$ cat src/sv/bmsi_pkg.sv
// Package for the bank mapper with scanline IRQ: types, codes, constants.
// No dependencies.
`timescale 1ns / 1ps
package bmsi_pkg;
   localparam int MAX_PRG_BANKS = 64;
   localparam int MAX_CHR_BANKS = 256;

   typedef enum logic [1:0] {
      KIND_PRG_READ  = 2'd0,
      KIND_PRG_WRITE = 2'd1,
      KIND_CHR_READ  = 2'd2,
      KIND_CHR_WRITE = 2'd3
   } kind_type;

   typedef enum logic [2:0] {
      TGT_NONE  = 3'd0,
      TGT_ZERO  = 3'd1,
      TGT_FF    = 3'd2,
      TGT_PRG   = 3'd3,
      TGT_RAM   = 3'd4,
      TGT_CHR   = 3'd5
   } target_type;

   localparam logic [0:0] REG_PRG_COUNT = 1'd0;
   localparam logic [0:0] REG_CHR_COUNT = 1'd1;

   // mapper register picked by {addr[14:13], addr[0]} for program writes at 0x8000 and up
   localparam logic [2:0] MREG_SELECT      = 3'b000;
   localparam logic [2:0] MREG_BANK_DATA   = 3'b001;
   localparam logic [2:0] MREG_MIRROR      = 3'b010;
   localparam logic [2:0] MREG_PROTECT     = 3'b011;
   localparam logic [2:0] MREG_IRQ_LATCH   = 3'b100;
   localparam logic [2:0] MREG_IRQ_RELOAD  = 3'b101;
   localparam logic [2:0] MREG_IRQ_DISABLE = 3'b110;
   localparam logic [2:0] MREG_IRQ_ENABLE  = 3'b111;

   typedef struct packed {
      logic [1:0]  kind;
      logic [15:0] addr;
      logic [7:0]  data;
   } item_type;

   typedef struct packed {
      logic [2:0]  target;
      logic [18:0] offset;
      logic        mem_write;
      logic        irq_pulse;
      logic        mirror;
   } result_type;
endpackage

$ cat src/sv/bmsi_queue.sv
// Two-entry queue between front and back parts.
// Depends on bmsi_pkg.
`timescale 1ns / 1ps
module bmsi_queue (
   input  logic                clock,
   input  logic                reset,
   input  logic                in_valid,
   output logic                in_ready,
   input  bmsi_pkg::item_type  in_item,
   output logic                out_valid,
   input  logic                out_ready,
   output bmsi_pkg::item_type  out_item
);
   bmsi_pkg::item_type mem_ff [2];
   logic       wp_ff, rp_ff;
   logic [1:0] cnt_ff;
   logic       push, pop;

   assign in_ready  = (cnt_ff != 2'd2);
   assign out_valid = (cnt_ff != 2'd0);
   assign out_item  = mem_ff[rp_ff];
   assign push = in_valid && in_ready;
   assign pop  = out_valid && out_ready;

   always_ff @(posedge clock) begin
      if (push) begin
         mem_ff[wp_ff] <= in_item;
      end
      if (reset) begin
         wp_ff <= 1'b0;
         rp_ff <= 1'b0;
         cnt_ff <= 2'd0;
      end else begin
         if (push) wp_ff <= ~wp_ff;
         if (pop) rp_ff <= ~rp_ff;
         cnt_ff <= cnt_ff + {1'b0, push} - {1'b0, pop};
      end
   end

   assert property (@(posedge clock) disable iff (reset) cnt_ff <= 2'd2)
      else $error("queue count overflow");
   assert property (@(posedge clock) disable iff (reset)
      (cnt_ff == 2'd0 && !push) |=> !out_valid)
      else $error("queue invented an item");
   assert property (@(posedge clock) disable iff (reset)
      (cnt_ff == 2'd2 && !pop) |=> !in_ready)
      else $error("queue lost fullness");
endmodule

$ cat src/sv/bmsi_back.sv
// Back part: mapper registers, IRQ counter, address translation, output register.
// Depends on bmsi_pkg.
`timescale 1ns / 1ps
module bmsi_back #(
   parameter int MAX_PRG = bmsi_pkg::MAX_PRG_BANKS,
   parameter int MAX_CHR = bmsi_pkg::MAX_CHR_BANKS
) (
   input  logic                 clock,
   input  logic                 reset,
   input  logic [6:0]           prg_count,
   input  logic [8:0]           chr_count,
   input  logic                 in_valid,
   output logic                 in_ready,
   input  bmsi_pkg::item_type   in_item,
   output logic                 out_valid,
   input  logic                 out_ready,
   output bmsi_pkg::result_type out_res
);
   logic [7:0] bank_select_ff, ram_protect_ff, irq_latch_ff, line_counter_ff;
   logic [7:0] bank_regs_ff [8];
   logic       mirror_ff, irq_reload_ff, irq_enabled_ff, last_a12_ff;
   logic       out_valid_ff;
   bmsi_pkg::result_type out_res_ff;

   // bank remainders, rebuilt one restoring step per cycle
   logic [7:0] cwork_ff [8];
   logic [5:0] pwork_ff [2];
   logic [3:0] step_ff;
   logic       dirty_ff;
   logic [6:0] prg_n_ff;
   logic [8:0] chr_n_ff;

   logic [6:0] prg_n;
   logic [8:0] chr_n;
   logic       take;
   logic [15:0] a;
   logic [7:0]  d;
   bmsi_pkg::result_type res;
   logic [5:0] r6, r7, pbank;
   logic [8:0] cbank;
   logic [2:0] cslot;
   logic       rise;
   logic [7:0] cnt_next;
   logic [2:0] bsel;
   logic [2:0] mreg;
   logic [7:0] craw [8];
   logic [2:0] shift;
   logic [16:0] cdiv;
   logic [12:0] pdiv;
   logic       load, cache_ok, bank_wr;

   always_comb begin
      prg_n = (prg_count < 7'd2) ? 7'd2 :
              (prg_count > 7'(MAX_PRG)) ? 7'(MAX_PRG) : prg_count;
      chr_n = (chr_count < 9'd1) ? 9'd1 :
              (chr_count > 9'(MAX_CHR)) ? 9'(MAX_CHR) : chr_count;
   end

   assign load      = dirty_ff || (prg_n != prg_n_ff) || (chr_n != chr_n_ff);
   assign cache_ok  = !load && (step_ff == 4'd0);
   assign in_ready  = cache_ok && (!out_valid_ff || out_ready);
   assign take      = in_valid && in_ready;
   assign out_valid = out_valid_ff;
   assign out_res   = out_res_ff;
   assign a = in_item.addr;
   assign d = in_item.data;
   assign bsel = bank_select_ff[2:0];
   assign mreg = {a[14:13], a[0]};
   assign bank_wr = take && in_item.kind == bmsi_pkg::KIND_PRG_WRITE && a[15]
                    && mreg == bmsi_pkg::MREG_BANK_DATA;
   assign shift = 3'(step_ff - 4'd1);
   assign cdiv = {8'd0, chr_n_ff} << shift;
   assign pdiv = {6'd0, prg_n_ff} << shift;

   always_comb begin
      craw[0] = {bank_regs_ff[0][7:1], 1'b0};
      craw[1] = {bank_regs_ff[0][7:1], 1'b1};
      craw[2] = {bank_regs_ff[1][7:1], 1'b0};
      craw[3] = {bank_regs_ff[1][7:1], 1'b1};
      craw[4] = bank_regs_ff[2];
      craw[5] = bank_regs_ff[3];
      craw[6] = bank_regs_ff[4];
      craw[7] = bank_regs_ff[5];
   end

   always_comb begin
      r6 = pwork_ff[0];
      r7 = pwork_ff[1];
      case (a[14:13])
         2'd0: pbank = bank_select_ff[6] ? 6'(prg_n - 7'd2) : r6;
         2'd1: pbank = r7;
         2'd2: pbank = bank_select_ff[6] ? r6 : 6'(prg_n - 7'd2);
         default: pbank = 6'(prg_n - 7'd1);
      endcase
      cslot = a[12:10] ^ {bank_select_ff[7], 2'b00};
      cbank = {1'b0, cwork_ff[cslot]};
      rise = !last_a12_ff && a[12];
      cnt_next = (line_counter_ff == 8'd0 || irq_reload_ff) ? irq_latch_ff
                                                          : line_counter_ff - 8'd1;
      res = '0;
      res.mirror = mirror_ff;
      case (bmsi_pkg::kind_type'(in_item.kind))
         bmsi_pkg::KIND_PRG_READ: begin
            if (a < 16'h6000) res.target = bmsi_pkg::TGT_ZERO;
            else if (!a[15]) begin
               if (ram_protect_ff[7]) begin
                  res.target = bmsi_pkg::TGT_RAM;
                  res.offset = {6'd0, a[12:0]};
               end else res.target = bmsi_pkg::TGT_FF;
            end else begin
               res.target = bmsi_pkg::TGT_PRG;
               res.offset = {pbank, a[12:0]};
            end
         end
         bmsi_pkg::KIND_PRG_WRITE: begin
            if (a[15]) begin
               if (mreg == bmsi_pkg::MREG_MIRROR) res.mirror = d[0];
            end else if (a >= 16'h6000 && ram_protect_ff[7] && !ram_protect_ff[6]) begin
               res.target = bmsi_pkg::TGT_RAM;
               res.offset = {6'd0, a[12:0]};
               res.mem_write = 1'b1;
            end
         end
         bmsi_pkg::KIND_CHR_READ: begin
            res.irq_pulse = rise && cnt_next == 8'd0 && irq_enabled_ff;
            if (a < 16'h2000) begin
               res.target = bmsi_pkg::TGT_CHR;
               res.offset = {cbank, a[9:0]};
            end else res.target = bmsi_pkg::TGT_ZERO;
         end
         default: begin
            if (a < 16'h2000) begin
               res.target = bmsi_pkg::TGT_CHR;
               res.offset = {cbank, a[9:0]};
               res.mem_write = 1'b1;
            end
         end
      endcase
   end

   always_ff @(posedge clock) begin
      if (reset) begin
         dirty_ff <= 1'b1;
         step_ff <= 4'd0;
         prg_n_ff <= 7'd0;
         chr_n_ff <= 9'd0;
      end else if (load) begin
         for (int k = 0; k < 8; k++) cwork_ff[k] <= craw[k];
         pwork_ff[0] <= bank_regs_ff[6][5:0];
         pwork_ff[1] <= bank_regs_ff[7][5:0];
         prg_n_ff <= prg_n;
         chr_n_ff <= chr_n;
         step_ff <= 4'd8;
         dirty_ff <= 1'b0;
      end else if (step_ff != 4'd0) begin
         for (int k = 0; k < 8; k++) begin
            if ({9'd0, cwork_ff[k]} >= cdiv) cwork_ff[k] <= cwork_ff[k] - cdiv[7:0];
         end
         for (int k = 0; k < 2; k++) begin
            if ({7'd0, pwork_ff[k]} >= pdiv) pwork_ff[k] <= pwork_ff[k] - pdiv[5:0];
         end
         step_ff <= step_ff - 4'd1;
      end else if (bank_wr) begin
         dirty_ff <= 1'b1;
      end
   end

   always_ff @(posedge clock) begin
      if (take) out_res_ff <= res;
      if (reset) begin
         out_valid_ff <= 1'b0;
         bank_select_ff <= '0;
         for (int i = 0; i < 8; i++) bank_regs_ff[i] <= '0;
         ram_protect_ff <= '0;
         mirror_ff <= 1'b0;
         irq_latch_ff <= '0;
         irq_reload_ff <= 1'b0;
         irq_enabled_ff <= 1'b1;
         line_counter_ff <= '0;
         last_a12_ff <= 1'b0;
      end else begin
         if (take) out_valid_ff <= 1'b1;
         else if (out_ready) out_valid_ff <= 1'b0;
         if (take && in_item.kind == bmsi_pkg::KIND_CHR_READ) begin
            last_a12_ff <= a[12];
            if (rise) begin
               line_counter_ff <= cnt_next;
               if (line_counter_ff == 8'd0 || irq_reload_ff) irq_reload_ff <= 1'b0;
            end
         end
         if (take && in_item.kind == bmsi_pkg::KIND_PRG_WRITE && a[15]) begin
            case (mreg)
               bmsi_pkg::MREG_SELECT: bank_select_ff <= d;
               bmsi_pkg::MREG_BANK_DATA:
                  bank_regs_ff[bsel] <= (bsel <= 3'd1) ? {d[7:1], 1'b0} : d;
               bmsi_pkg::MREG_MIRROR: mirror_ff <= d[0];
               bmsi_pkg::MREG_PROTECT: ram_protect_ff <= d;
               bmsi_pkg::MREG_IRQ_LATCH: irq_latch_ff <= d;
               bmsi_pkg::MREG_IRQ_RELOAD: irq_reload_ff <= 1'b1;
               bmsi_pkg::MREG_IRQ_DISABLE: irq_enabled_ff <= 1'b0;
               default: irq_enabled_ff <= 1'b1;
            endcase
         end
      end
   end

   assert property (@(posedge clock) disable iff (reset)
      (out_valid_ff && !out_ready) |=> $stable(out_res_ff))
      else $error("result changed while stalled");
   assert property (@(posedge clock) disable iff (reset)
      out_valid_ff |-> (out_res_ff.target <= bmsi_pkg::TGT_CHR))
      else $error("bad target code");
   assert property (@(posedge clock) disable iff (reset)
      (out_valid_ff && out_res_ff.mem_write) |->
      (out_res_ff.target == bmsi_pkg::TGT_RAM || out_res_ff.target == bmsi_pkg::TGT_CHR))
      else $error("write to a constant target");
endmodule

$ cat src/sv/bank_mapper_scanline_irq.sv
// Bank mapper with scanline IRQ. An accepted request passes through the two-entry queue,
// then the back-part output register, before rsp_tvalid rises. Throughput: one item per cycle
// while rsp_tready is high, except an input stall after a bank data write or a bank-count
// change while the bank remainders are rebuilt, one restoring step per cycle.
// Synchronous active-high reset clears queue, mapper registers (IRQ enabled), sets bank
// counts to 64 and 256 and rebuilds the remainders. Depends on bmsi_pkg, bmsi_queue, bmsi_back.
`timescale 1ns / 1ps
module bank_mapper_scanline_irq #(
   parameter int MAX_PRG = bmsi_pkg::MAX_PRG_BANKS,
   parameter int MAX_CHR = bmsi_pkg::MAX_CHR_BANKS
) (
   input  logic        clock,
   input  logic        reset,
   input  logic        req_tvalid,
   output logic        req_tready,
   input  logic [23:0] req_tdata,   // bus_address[15:0], write_data[23:16]
   input  logic [1:0]  req_tuser,   // req_type
   output logic        rsp_tvalid,
   input  logic        rsp_tready,
   output logic [23:0] rsp_tdata,   // target[2:0], phys_offset[21:3], mem_write[22], irq_pulse[23]
   output logic        rsp_tuser,   // mirror_horizontal
   input  logic        csr_psel,
   input  logic        csr_penable,
   input  logic        csr_pwrite,
   input  logic [2:0]  csr_paddr,
   input  logic [31:0] csr_pwdata,
   output logic [31:0] csr_prdata,
   output logic        csr_pready
);
   logic [6:0] prg_count_ff;
   logic [8:0] chr_count_ff;
   bmsi_pkg::item_type in_item, q_item;
   bmsi_pkg::result_type res;
   logic q_valid, q_ready;

   assign csr_pready = 1'b1;
   assign in_item.kind = req_tuser;
   assign in_item.addr = req_tdata[15:0];
   assign in_item.data = req_tdata[23:16];

   always_ff @(posedge clock) begin
      if (reset) begin
         prg_count_ff <= 7'd64;
         chr_count_ff <= 9'd256;
      end else if (csr_psel && csr_penable && csr_pwrite) begin
         if (csr_paddr[2] == bmsi_pkg::REG_PRG_COUNT) prg_count_ff <= csr_pwdata[6:0];
         else chr_count_ff <= csr_pwdata[8:0];
      end
   end

   always_comb begin
      if (csr_paddr[2] == bmsi_pkg::REG_PRG_COUNT) csr_prdata = {25'd0, prg_count_ff};
      else csr_prdata = {23'd0, chr_count_ff};
   end

   bmsi_queue u_queue (
      .clock(clock), .reset(reset),
      .in_valid(req_tvalid), .in_ready(req_tready), .in_item(in_item),
      .out_valid(q_valid), .out_ready(q_ready), .out_item(q_item)
   );

   bmsi_back #(.MAX_PRG(MAX_PRG), .MAX_CHR(MAX_CHR)) u_back (
      .clock(clock), .reset(reset),
      .prg_count(prg_count_ff), .chr_count(chr_count_ff),
      .in_valid(q_valid), .in_ready(q_ready), .in_item(q_item),
      .out_valid(rsp_tvalid), .out_ready(rsp_tready), .out_res(res)
   );

   assign rsp_tdata = {res.irq_pulse, res.mem_write, res.offset, res.target};
   assign rsp_tuser = res.mirror;
endmodule

$ cat config.mk
export PLATFORM = sky130hd
export DESIGN_NAME = bank_mapper_scanline_irq
export DESIGN_NICKNAME = d
export VERILOG_FILES = /design/src/sv/bmsi_pkg.sv /design/src/sv/bmsi_queue.sv /design/src/sv/bmsi_back.sv /design/src/sv/bank_mapper_scanline_irq.sv
export SDC_FILE = /design/constraint.sdc
export NUM_CORES = 1
export LEC_CHECK = 0
export BUFFER_PORTS_ARGS = -buffer_cell sky130_fd_sc_hd__buf_2
export CAP_MARGIN = 10
export CORE_ASPECT_RATIO = 0.7
export CORE_MARGIN = 8
export CORE_UTILIZATION = 40
export DETAILED_ROUTE_END_ITERATION = 10
export HOLD_SLACK_MARGIN = 0.08
export PLACE_DENSITY_LB_ADDON = 0.25
export SLEW_MARGIN = 20
export SYNTH_ARGS = -nofsm -noshare
export SYNTH_HDL_FRONTEND = slang
export SYNTH_SLANG_ARGS = --single-unit
$ cat constraint.sdc
create_clock -name clock -period 14.5 [get_ports clock]
set_input_delay 2.9 -clock clock [delete_from_list [all_inputs] [get_ports clock]]
set_output_delay 2.9 -clock clock [all_outputs]
set_load 0.01 [all_outputs]
Word level (Yosys, flattened, before mapping)
Memory sizes are Yosys's and may differ from the RTL's. A register that Yosys moved wholly into a read port is not among the register bits.
Index checks and enable logic that the tools add are counted.
{ "word_totals": {"out_inout_bits": 60, "n_memories": 4, "latchBits": 0, "rom_bits": 0, "inputBits": 68, "ff_bits": 103, "wordCells": 253, "ram_bits": 192} }
{ "mem_list": {"columns": ["name", "depth", "width", "read_ports", "rd_clocked_by_memory_dff", "wr", "line_no", "rtl"], "rows": [
  ["u_back.bank_regs_ff", 8, 8, 8, 0, 8, "bmsi_back.sv:20", "logic [7:0] bank_regs_ff [8];"],
  ["u_back.cwork_ff", 8, 8, 9, 0, 8, "bmsi_back.sv:26", "logic [7:0] cwork_ff [8];"],
  ["u_queue.mem_ff", 2, 26, 1, 1, 1, "bmsi_queue.sv:14", "bmsi_pkg::item_type mem_ff [2];"],
  ["u_back.pwork_ff", 2, 6, 2, 0, 2, "bmsi_back.sv:27", "logic [5:0] pwork_ff [2];"]
]} }
{ "op_classes": {"n_div": 0, "shift": 2, "n_bitwise": 15, "n_eq_ne": 14, "n_mul": 0, "n_reduce_logical": 46, "n_lt_le_gt_ge": 18, "addsub": 16, "mux": 114} }
{ "op_table": {"columns": ["operator", "count"], "rows": [
  ["$ge 8x17->1", 8],
  ["$mux 8", 10],
  ["$mux 1", 78],
  ["$mux 23", 3],
  ["$pmux 22 s3", 1],
  ["$sub 8x8->8", 8],
  ["$mux 9", 3],
  ["$ge 6x13->1", 2],
  ["$mux 6", 4],
  ["$mux 22", 1],
  ["$mux 19", 1],
  ["$mux 18", 1],
  ["$pmux 6 s3", 1],
  ["$shl 9x3->17", 1],
  ["$ge 16x15->1 const B", 1],
  ["$logic_not 8->1", 2],
  ["$lt 16x14->1 const B", 1],
  ["$lt 16x15->1 const B", 1],
  ["$reduce_and 2->1", 8],
  ["$logic_and 1x1->1", 15],
  ["$mux 7", 2],
  ["$mux 13", 1],
  ["$shl 7x3->13", 1],
  ["$mux 3", 4],
  ["other kinds (36)", 67]
]} }

Longest topological paths before layout
Gate-level depths: netlist of run 1.
{ "depth": {"ltp_word": 17, "mapped_depth": 18, "mapped_depth_nobuf": 14} }

By module
From an unflattened synthesis of run 1, not the netlist that was laid out.
{ "hier_totals": {"hier_cells": 1498, "hier_area_um2": 16483.3} }
{ "by_module_without_submodules": {"columns": ["module", "n_inst", "seq_area_each_um2", "area_per_inst_um2", "cells_per_inst"], "rows": [
  ["bmsi_back", 1, 5755.5, 13292.7, 1293],
  ["bmsi_queue", 1, 1661.6, 2200.9, 105],
  ["bank_mapper_scanline_irq", 1, 320.3, 989.7, 100]
]} }

Least setup slack after synthesis of run 1
No wires, ideal clock.
{ "synth_path": {"kind": "in2out", "from": "in csr_paddr[2]", "to": "out csr_prdata[2]", "required_time_ns": 11.600, "stages": 3, "setup_slack_ns": 7.859, "arrival_time_ns": 3.741, "n_path_buf": 2, "path_cell_list": "clkbuf_1 -> clkbuf_1 -> mux2_2"} }
{ "synth_between": {"elab_chain_cells": 1} }
{ "synth_lines": {"columns": ["element", "line_no", "rtl"], "rows": [
  ["start, declared", "bank_mapper_scanline_irq.sv:25", "input logic [2:0] csr_paddr,"],
  ["$mux 9", "bank_mapper_scanline_irq.sv:52", "if (csr_paddr[2] == bmsi_pkg::REG_PRG_COUNT) csr_prdata = {25'd0, prg_count_ff};"],
  ["end, declared", "bank_mapper_scanline_irq.sv:27", "output logic [31:0] csr_prdata,"]
]} }
Every way passes these cells.

Worst setup path in the final report of run 1
{ "layout_path": {"from": "in csr_paddr[2]", "to": "out csr_prdata[1]"} }
The elaborated chain is that of the path after synthesis.

==> reports/qor.yml, run 1 <==
status:
  run_status: "finished, final reports clean"
clocking:
  clock-sinks: 281
  cts_max_level: 1
  hold_buffers: 0
  cts_buffers: 29
  clock_path_buffers: 3
  cts_root_buf: "clkbuf_16"
  post_cts_resized: 0
  cts_tree: "done"
  clock_latency_ns: 0.59
  cts.reportedPaths.clkPinSlew_ns: 0.06
  post_cts_buffers: 0
drt:
  drtPass1Iterations: 5
  ant_nets: 0
  wl_per_cell_um: 20.92
  routed_via_density: 5.647
  drtIter0Drc: 1045
  drc: 0
  vias: 12160
  routed_wl_mm: 45.05
logic_synthesis:
  ys_warn_count: 0
  yosys.area_share.xor_xnor_pct: 3.217
  synth_top_area_share_pct: 38.79
  synth_top_family_by_area: "simple AND/OR/NAND/NOR gates"
  syn_avg_cell_area_um2: 10.81
  muxShareOfSynthArea_pct: 10.39
  synth_edf_count: 211
  synth_compound_area_share_pct: 11.34
  seq_area_frac_synth_pct: 47.37
  ys_top_cells_by_area: "edfxtp_1 39%, dfxtp_1 8.6%, ha_1 6.4%"
  synth-simple-area-share_pct: 15.63
  synth_area_mm2: 0.01634
  yosysTopAreaCell: "edfxtp_1"
  async_reset_ff_share_pct: 0
  synthCells: 1511
  synth-main-ff-cell: "edfxtp_1"
  synth_fa_ha_area_share_pct: 7.659
  synth-seq-cells: 281
  yosys.cell_types.count: 72
pwr:
  leakage_nw: 6.704
  ir_worst_vdd_mv: 0.1016
  pwr_density_cell_mw_per_mm2: 111.8
worst_setup_path:
  rrSetupSlack_ns: 8.51
  cp-start-kind: "input pin"
  reg2reg_from: "u_back.step_ff[0]"
  required_ns: 11.60
  ff2ff_path_depth: 12
  regToRegEndpoint: "u_back.cwork_ff[3][5]"
  crit_type: "in -> out"
  path_max_fanout: 15
  end_kind: "output pin"
  crit_arrival_ns: 3.64
timing:
  rsz0062_at_grt: "no"
  maxSlewViolCount: 0
  worst_pin_slew_ns: 1.072
  finalSetupViolCount: 0
  period_needed_ns: 6.539
  relSlewSlack_pct: 27.10
  period_share_pct: 45.10
  timing.fmax_mhz: 152.9
  hold_viol: 0
  finalClockSkew_ns: 0.02083
  totalNegativeSetupSlack_ns: 0
  hold_slack_ns: 0.4583
  fin_ws_ns: 7.961
hold_path:
  hold-path-cell-count: 2
  worstHoldPathType: "reg -> reg"
  min_to: "u_back.irq_latch_ff[4]"
  hp-start: "u_back.irq_latch_ff[4]"
global_routing:
  gr-total-overflow: 0
  antenna_found_initial: 3
  grt_pass1_vias: 11800
  grt_usage_pct: 18.45
  grt_busiest_layer: "met1"
  use_met1_pct: 27.34
  grt.met3_usage_pct: 4.328
  grt_max_degree: 68
  use_met2_pct: 26.87
  grt_first_pass_wirelength_mm: 69.73
place:
  dpl.hpwl_mm: 32.74
  dpl-instance-area_mm2: 0.01733
  gp_congestion: 0.8763
  io_buffers: 78
  pre_cts_ws_ns: 7.959
floorplan:
  core_mm2: 0.04065
  die_x_um: 257.5
  rows: 62
  start_util_pct: 40.19
  die-area_mm2: 0.04767
  ios: 128
  die_y_um: 185.1
finish:
  n_fill_cell: 3849
  area_delta_synth_final_pct: 12.48
  stdcell_area_mm2: 0.01838
  final_common_cell: "edfxtp_1"
  antenna_cells: 0
  fin_nets: 1748
  drive_above_1_share_pct: 16.90
  layout_common_cells: "211 x edfxtp_1, 110 x nor2_1, 99 x nand2_1"
job:
  drv_cap: 0
-- flip-flops by register name, indices dropped and copies added (netlist names), 4 cells and up, named ones only --
name                    cells
chr_count_ff                9
prg_count_ff                7
u_back.bank_regs_ff        58
u_back.bank_select_ff       5
u_back.chr_n_ff             9
u_back.cwork_ff            64
u_back.irq_latch_ff         8
u_back.line_counter_ff      8
u_back.out_res             25
u_back.prg_n_ff             7
u_back.pwork_ff            12
u_back.step_ff              4
u_queue.mem_ff             52
-- worst max-delay path by stage --
stage | from | to | slack, ns
after global placement | csr_paddr[2] | csr_prdata[1] | 7.96
final | csr_paddr[2] | csr_prdata[1] | 7.96
after global routing | csr_paddr[2] | csr_prdata[0] | 7.91
after floorplan | csr_paddr[2] | csr_prdata[2] | 7.86
after CTS | csr_paddr[2] | csr_prdata[1] | 7.96
after detailed placement | csr_paddr[2] | csr_prdata[1] | 7.96
-- logic make-up after synthesis --
| logic type | Yosys count |
|---|---|
| adders and majority gates | 94 |
| and+or+nand+nor | 480 |
| AOI/OAI and AO/OA | 299 |
| buffers and inverters | 155 |
| xor gates and xnor gates | 60 |
| muxes | 140 |
| other | 2 |
| DFF | 281 |
-- cells in the mapped netlist, types with 5 or more instances --
library cell and count:
a211oi_1 16, a21boi_0 6, a21o_1 16, a21oi_1 79
a31oi_1 8, and2_1 17, and3_1 5, buf_1 10
buf_2 6, buf_4 24, clkbuf_1 45, dfxtp_1 70
edfxtp_1 211, fa_1 10, ha_1 84, inv_1 65
mux2_2 47, mux2i_1 74, mux4_2 19, nand2_1 99
nand2b_1 22, nand3_1 20, nand3b_1 6, nand4_1 23
nor2_1 111, nor2b_1 31, nor3_1 22, nor3b_1 5
nor4_1 67, nor4b_1 5, o211ai_1 9, o21a_1 17
o21ai_0 87, o22ai_1 8, o31a_1 6, o31ai_1 18
o32ai_1 5, or2_2 12, or3_1 11, xnor2_1 39
xor2_1 21
-- layer usage --
metal	part of all wire, %	vias to the layer above
li1	-	5762
met1	48	5938
met2	42	383
met3	8.0	70
met4	2.1	6
met5	0.075	-
-- layout make-up --
class | instances | area (um^2) | share of cell area (%)
inverters | 66 | 247.7 | 1.348
well taps | 544 | 680.7 | 3.704
clock buffers | 38 | 833.3 | 4.535
clock inverters | 16 | 201.4 | 1.096
flip-flops and latches | 281 | 7739 | 42.11
repair buffers | 111 | 638.1 | 3.473
multi-input cells | 1097 | 8035 | 43.73
-- worst max-delay path, cell delays in order --
cell and delay (ns):
buf_2 0.23, mux2_2 0.37, buf_2 0.14
-- through the flow --
step / total power, mW / util (%) / std cells
2_1_floorplan: 1.153 / - / 1533
3_5_place_dp: 1.252 / 42.62 / 2099
3_3_place_gp: 1.246 / 42.60 / 2099
6_report: 2.054 / 45.20 / 2153
4_1_cts: 2.067 / 45.17 / 2153
5_1_grt: 2.134 / 45.20 / 2153
-- where the power goes --
group	internal, mW	switching (mW)
registers	0.916	0.0268
logic	0.113	0.184
clock network	0.479	0.335
(Power assumes the default switching activity.)
==> run 2: changes to the inputs <==
Settings changed: ABC_AREA from default to 1.
Clock period 14.5 ns to 6.5 ns, I/O delays scaled along.
==> run 2 against run 1 <==
  * Global-route usage is 0.17 points lower
  * Combinational power is 140% higher
  * Sequential cell count stayed put
  * Utilization is 0.36 points lower
  * Wire length is 0.19% lower
  * Area after synthesis is 0.21% lower
  * Sequential share of layout area is 0.42 points higher
  * Worst setup slack worse by 6.0 ns
  * Non-clock buffer count is 10 lower
  * Count of clock-buffer cells in the layout is 2 lower
  * Clock power is 110% higher
  * Cell count is 16% higher
  * Critical endpoint is now u_back.cwork_ff[7][6]
  * Largest power group unchanged
  * Highest routed layer unchanged
==> reports/qor.yml, run 2 <==
finish:
  utilization_pct: 44.84  # -0.36 points
  final_common_cell: "nand2_1"
  top_register: "u_back.cwork_ff"
  antenna_cells: 0  # unchanged
  fin_nets: 2086  # +19%
  drive_above_1_share_pct: 12.53  # -4.4 points
  area_delta_synth_final_pct: 11.60
  reg.largest.list: "u_back.cwork_ff (64), u_back.bank_regs_ff (58), u_queue.mem_ff (52)"
  largest_reg_flops: 64  # unchanged
  layout_common_cells: "327 x nand2_1, 246 x nor2_1, 211 x edfxtp_1"
timing:
  fin_ws_ns: 1.941  # -6.019 ns
  finalClockSkew_ns: 0.01935  # -0.001481 ns
  period_share_pct: 70.14
  finalSetupViolCount: 0  # unchanged
  worst_pin_slew_ns: 1.125  # +0.05272 ns
  rsz0062_at_grt: "no"
  timing.fmax_mhz: 219.3
  totalNegativeSetupSlack_ns: 0  # unchanged
  maxSlewViolCount: 0  # unchanged
  relSlewSlack_pct: 23.51  # -3.6 points
  hold_slack_ns: 0.4712  # +0.01294 ns
  hold_viol: 0  # unchanged
  period_needed_ns: 4.559
worst_setup_path:
  required_ns: 6.80  # -4.80 ns
  path_max_fanout: 17  # +2
  crit_top_cell: "o21ai_0"
  critPathSlowestCell: "ha_1"
  rrSetupSlack_ns: 1.94  # -6.57 ns
  end_kind: "flop"
  crit_type: "reg -> reg"
  worstPathCellList: "inv_1 -> ha_1 -> inv_1 -> nand3_1 -> o21ai_0 -> nand2_1 -> ha_1 -> nand2_1 -> o21ai_0 -> a21oi_1 -> o21ai_0 -> nand2_1 -> a21boi_0 -> nor3_1 -> o21ai_0 -> buf_4"
  path_buf_inv: 3  # +1
  crit_family: "compound AO/OA/AOI/OAI gates"
  crit_arrival_ns: 4.85  # +1.21 ns
  ff2ff_path_depth: 16  # +4
  cp-start-kind: "flop"
  max_stage_delay_ns: 0.54  # +0.17 ns
  path_depth: 16  # +13
logic_synthesis:
  synth-seq-cells: 281  # unchanged
  seq_area_frac_synth_pct: 47.46  # +0.098 points
  synth-main-ff-cell: "edfxtp_1"
  syn_avg_cell_area_um2: 8.826  # -18%
  yosys.cell_types.count: 52  # -28%
  ys_top_cells_by_area: "edfxtp_1 39%, dfxtp_1 8.6%, nand2_1 7.5%"
  synth_area_mm2: 0.01630  # -0.21%
  synth.most_common_cell: "nand2_1"
  async_reset_ff_share_pct: 0  # unchanged
  synth_edf_count: 211  # unchanged
  synthCells: 1847  # +22%
  ys_warn_count: 0  # unchanged
  synth_commonest_cells: "327 x nand2_1, 248 x nor2_1, 211 x edfxtp_1"
  synth_top_area_share_pct: 38.87  # +0.080 points
  yosysTopAreaCell: "edfxtp_1"
drt:
  vias: 13180  # +8.4%
  routed_wl_mm: 44.96  # -0.19%
  drtIter0Drc: 1243  # +19%
  drtPass1Iterations: 7  # +2
  ant_nets: 0  # unchanged
  routed_via_density: 5.288  # -6.4%
  wl_per_cell_um: 18.04  # -14%
  drc: 0  # unchanged
pwr:
  combPwrFrac_pct: 15.5  # +1.0 points
  pwr_density_cell_mw_per_mm2: 247.1  # +120%
  p_seq_share_pct: 46.7  # +0.8 points
  switching_share_pct: 28.37  # +1.8 points
  clkPwrFrac_pct: 37.8  # -1.8 points
  p_sw_mw: 1.276  # +130%
  leakage_nw: 7.591  # +13%
  intPower_mw: 3.220  # +110%
  ir_worst_vdd_mv: 0.2030  # +100%
clocking:
  clock-sinks: 281  # unchanged
  post_cts_resized: 0  # unchanged
  cts.reportedPaths.clkPinSlew_ns: 0.06  # about the same
  cts_max_level: 1  # unchanged
  cts_tree: "done"
  hold_buffers: 0  # unchanged
  clock_path_buffers: 3  # unchanged
  clock_latency_ns: 0.58  # about the same
  cts_buffers: 30  # +3.4%
  post_cts_buffers: 0  # unchanged
  cts_root_buf: "clkbuf_16"
job:
  drv_cap: 0  # unchanged
hold_path:
  worstHoldPathType: "reg -> reg"
  hold-path-cell-count: 2  # unchanged
floorplan:
  die_x_um: 257.3  # about the same
  die-area_mm2: 0.04757  # -0.19%
  ios: 128  # unchanged
  start_util_pct: 40.18  # about the same
  die_y_um: 184.9  # about the same
  rows: 62  # unchanged
  core_mm2: 0.04057  # -0.19%
place:
  pre_cts_ws_ns: 2.016  # -5.943 ns
  dpl.hpwl_mm: 33.27  # +1.6%
  gp_congestion: 0.8918  # +1.8%
  io_buffers: 78  # unchanged
global_routing:
  grt_first_pass_wirelength_mm: 68.86  # -1.3%
  antenna_found_initial: 1  # -2
  grt_usage_pct: 18.28  # -0.17 points
  gr-total-overflow: 0  # unchanged
  grt_max_degree: 65  # -4.4%
  grt_pass1_vias: 12080  # +2.4%
status:
  run_status: "finished, final reports clean"
==> run 2: changes by cell type after synthesis, sizes merged, moves of 19 or more <==
cell / before / now
nor2b: 31 / 0
inv: 65 / 182
mux2i: 74 / 8
nand2: 99 / 331
nand2b: 22 / 0
mux4: 19 / 0
nor4: 72 / 4
mux2: 47 / 0
nand3: 20 / 82
nor2: 111 / 263
o21ai: 88 / 193
a21oi: 80 / 105
==> run 2: worst paths after layout <==
path	from	endpoint
max	u_back.step_ff[0]	u_back.cwork_ff[7][6]
min	u_back.irq_reload_ff	u_back.irq_reload_ff
max reg2reg	u_back.step_ff[0]	u_back.cwork_ff[7][6]
min reg2reg	u_back.irq_reload_ff	u_back.irq_reload_ff
==> run 2: cell type report <==
type / instances / area (um^2)
clock buffers: 36 / 794.5
clock inverters: 20 / 171.4
fillers: 3905 / 22380
inverters: 185 / 694.4
multi-input cells: 1325 / 7551
flip-flops and latches: 281 / 7737
well taps: 544 / 680.7
repair buffers: 101 / 563.0
==> run 2: power groups by stage <==
stage                     clock, mW  combinational [mW]  sequential [mW]
after global placement            0               0.677             2.13
after floorplan                   0               0.514             2.10
after CTS                      1.73               0.693             2.10
after global routing           1.80               0.785             2.10
final                          1.70               0.699             2.10
after detailed placement          0               0.690             2.13
==> run 2: logic make-up (layout without fill, tap and decap cells) <==
group / Yosys count / after routing / synth area share, %
DFF: 281 / 281 / 47.46
adders and majority gates: 94 / 94 / 7.675
xor gates and xnor gates: 64 / 64 / 3.438
buffers and inverters: 263 / 342 / 7.046
AOI/OAI and AO/OA: 368 / 368 / 13.12
and+or+nand+nor: 767 / 767 / 20.72
other: 2 / 24 / 0.04607
muxes: 8 / 8 / 0.4912
==> run 2: worst register-to-register path: cells and delay by family (launching register included) <==
kind | cells | cell delay (ns)
adder cells (fa/ha/maj) | 2 | 0.89
buffers and inverters | 3 | 0.75
AND/OR/NAND/NOR | 5 | 0.83
flip-flops | 1 | 0.33
AO/OA/AOI/OAI | 6 | 1.49
==> run 2: per-stage QoR <==
step	instance area (um^2)	std cells	power [mW]
2_1_floorplan	16380	1869	2.615
3_3_place_gp	17220	2436	2.808
3_5_place_dp	17230	2436	2.824
4_1_cts	18190	2492	4.519
5_1_grt	18190	2492	4.685
6_report	18190	2492	4.496
==> run 2: metal layers <==
metal | vias up | global-route usage (%) | wire (um)
li1 | 6423 | - | -
met1 | 6264 | 28.31 | 22190
met2 | 434 | 26.47 | 18420
met3 | 54 | 3.035 | 3565
met4 | 2 | 3.413 | 773
met5 | - | 0 | 10
==> run 3: changes to the inputs <==
Clock period 6.5 ns to 4 ns, I/O delays scaled along.
==> run 3 against run 2 <==
  * Wire length grew 0.16%
  * Combinational power grew 70%
  * Critical endpoint is now u_back.cwork_ff[0][5]
  * Clock skew up 0.0020 ns
  * Largest power group unchanged
  * Total power is 74% higher
  * Sequential power increased by 62%
  * Cell area grew 2.6%
==> reports/qor.yml, run 3 (same netlist as run 2, synthesis figures left out) <==
status:
  run_status: "finished, final reports clean"
pwr:
  intPower_mw: 5.709  # +77%
  switching_share_pct: 27.12  # -1.3 points
  leakage_nw: 7.832  # +3.2%
  ir_worst_vdd_mv: 0.3637  # +79%
  pwr_density_cell_mw_per_mm2: 419.6  # +70%
  p_sw_mw: 2.124  # +67%
  combPwrFrac_pct: 15.2  # -0.3 points
  p_seq_share_pct: 43.4  # -3.3 points
  clkPwrFrac_pct: 41.5  # +3.7 points
finish:
  reg.largest.list: "u_back.cwork_ff (64), u_back.bank_regs_ff (58), u_queue.mem_ff (52)"
  antenna_cells: 0  # unchanged
  layout_common_cells: "321 x nand2_1, 245 x nor2_1, 211 x edfxtp_1"
  seqCellArea_mm2: 0.007737  # unchanged
  fin_nets: 2116  # +1.4%
  final_common_cell: "nand2_1"
  stdcell_count: 2523  # +1.2%
  multi_input_area_mm2: 0.007602  # +0.68%
  largest_reg_flops: 64  # unchanged
  top_register: "u_back.cwork_ff"
  n_fill_cell: 3929  # +0.61%
  drive_above_1_share_pct: 14.40  # +1.9 points
  area_delta_synth_final_pct: 14.50
floorplan:
  die-area_mm2: 0.04757  # unchanged
  ios: 128  # unchanged
  die_x_um: 257.3  # unchanged
  die_y_um: 184.9  # unchanged
  start_util_pct: 40.18  # unchanged
  core_mm2: 0.04057  # unchanged
  rows: 62  # unchanged
clocking:
  hold_buffers: 0  # unchanged
  cts.reportedPaths.clkPinSlew_ns: 0.06  # about the same
  clock_path_buffers: 3  # unchanged
  cts_buffers: 31  # +3.3%
  clock-sinks: 281  # unchanged
  cts_tree: "done"
  cts_root_buf: "clkbuf_16"
  clock_latency_ns: 0.60  # +0.02 ns
  cts_max_level: 1  # unchanged
drt:
  drc: 0  # unchanged
  routed_wl_mm: 45.03  # +0.16%
  drtIter0Drc: 1088  # -12%
  vias: 13130  # -0.35%
  drtPass1Iterations: 5  # -2
  wl_per_cell_um: 17.85  # -1.1%
  routed_via_density: 5.205  # -1.6%
  ant_nets: 0  # unchanged
global_routing:
  grt_max_degree: 40  # -38%
  gr-total-overflow: 0  # unchanged
  grt_first_pass_wirelength_mm: 70.15  # +1.9%
  grt_usage_pct: 18.48  # +0.20 points
  antenna_found_initial: 0  # -1
  grt_pass1_vias: 12550  # +3.9%
worst_setup_path:
  crit_type: "reg -> reg"
  path_max_fanout: 8  # -9
  required_ns: 4.25  # -2.55 ns
  crit_top_cell: "a21oi_1"
  crit_arrival_ns: 3.93  # -0.92 ns
  critPathSlowestCell: "dfxtp_1"
  worstPathCellList: "inv_1 -> ha_1 -> inv_1 -> o21ai_0 -> nand2_2 -> buf_4 -> ha_1 -> a21oi_1 -> nand2_1 -> a21oi_1 -> o21ai_0 -> a21o_1 -> a21oi_1 -> nor2_4 -> inv_2 -> nand2_1"
  end_kind: "flop"
  cp-start-kind: "flop"
  max_stage_delay_ns: 0.35  # -0.19 ns
place:
  gp_congestion: 0.9653  # +8.2%
  pre_cts_ws_ns: -0.01562  # -2.032 ns
  io_buffers: 78  # unchanged
  dpl.hpwl_mm: 33.63  # +1.1%
  dp.cells: 2463  # +1.1%
timing:
  period_share_pct: 92.18  # +22 points
  hold_viol: 0  # unchanged
  worst_pin_slew_ns: 1.121  # -0.003845 ns
  maxSlewViolCount: 0  # unchanged
  timing.fmax_mhz: 271.2  # +24%
  fin_ws_ns: 0.3129  # -1.628 ns
  finalSetupViolCount: 0  # unchanged
  totalNegativeSetupSlack_ns: 0  # unchanged
  relSlewSlack_pct: 23.77  # +0.26 points
  finalClockSkew_ns: 0.02140  # +0.002048 ns
  period_needed_ns: 3.687  # -0.8719 ns
job:
  drv_cap: 0  # unchanged
hold_path:
  worstHoldPathType: "in -> reg"
==> run 3: cell count changes in the layout (fill, tap and decap cells not counted), moves of 2 or more <==
cell,before,now
buf_4,23,50
clkbuf_1,5,3
clkinv_2,4,2
o21ai_1,14,21
bufinv_16,2,9
o21ai_0,152,144
clkinv_1,7,10
clkinv_4,3,1
clkinvlp_4,6,4
nand2_1,327,321
nand2_2,3,8
==> run 3: power by group through the flow <==
stage / clock (mW) / sequential (mW) / combinational (mW)
6_report: 3.25 / 3.40 / 1.19
5_1_grt: 3.41 / 3.41 / 1.33
4_1_cts: 3.31 / 3.40 / 1.17
3_5_place_dp: 0 / 3.46 / 1.16
3_3_place_gp: 0 / 3.45 / 1.14
2_1_floorplan: 0 / 3.41 / 0.837
==> run 3: critical path, delay by kind of cell (launching register included) <==
family / cells / cell delay, ns
simple gates: 4 / 0.66
flops: 1 / 0.35
fa+ha+maj: 2 / 0.63
buf+inv: 4 / 0.43
compound gates: 6 / 1.28
==> run 3: final cells by class <==
type | instances | share of cell area, %
well taps | 544 | 3.647
multi-input cells | 1325 | 40.73
clock buffers | 34 | 4.216
repair buffers | 130 | 4.270
clock inverters | 24 | 1.944
inverters | 185 | 3.740
flip-flops and latches | 281 | 41.45
==> run 3: path summary, 6_finish.rpt <==
kind	start	endpoint	slack, ns	cells past startpoint
worst max-delay path	u_back.step_ff[1]	u_back.cwork_ff[0][5]	0.31	16
worst min-delay path	req_tdata[20]	u_queue.mem_ff[0][4]	0.39	1
worst max register to register	u_back.step_ff[1]	u_back.cwork_ff[0][5]	0.31	16
worst min register to register	u_back.irq_enabled_ff	u_back.irq_enabled_ff	0.47	2
==> run 3: layer usage <==
layer	vias to the layer above	part of all wire, %	GRT usage, %
met5	-	0	0
met4	0	1.9	3.547
met3	64	8.4	4.396
met2	416	41	27.36
met1	6168	48	27.30
li1	6483	-	-
==> run 3: timing repair <==
action,4_1_cts,5_1_grt
gates resized for setup,1,19
pin swaps,0,2
endpoints found under the setup margin,20,87
buffers inserted,0,2
==> run 3: stage by stage <==
stage               area, um^2  hold WS [ns]  total power, mW  utilization, %
global placement         17430        0.4538            4.593           42.97
detailed placement       17430        0.4616            4.619           42.97
CTS                      18590        0.3546            7.880           45.82
global route             18670        0.3586            8.153           46.01
finish                   18670        0.3889            7.832           46.01
floorplan                16390        0.4291            4.250               -
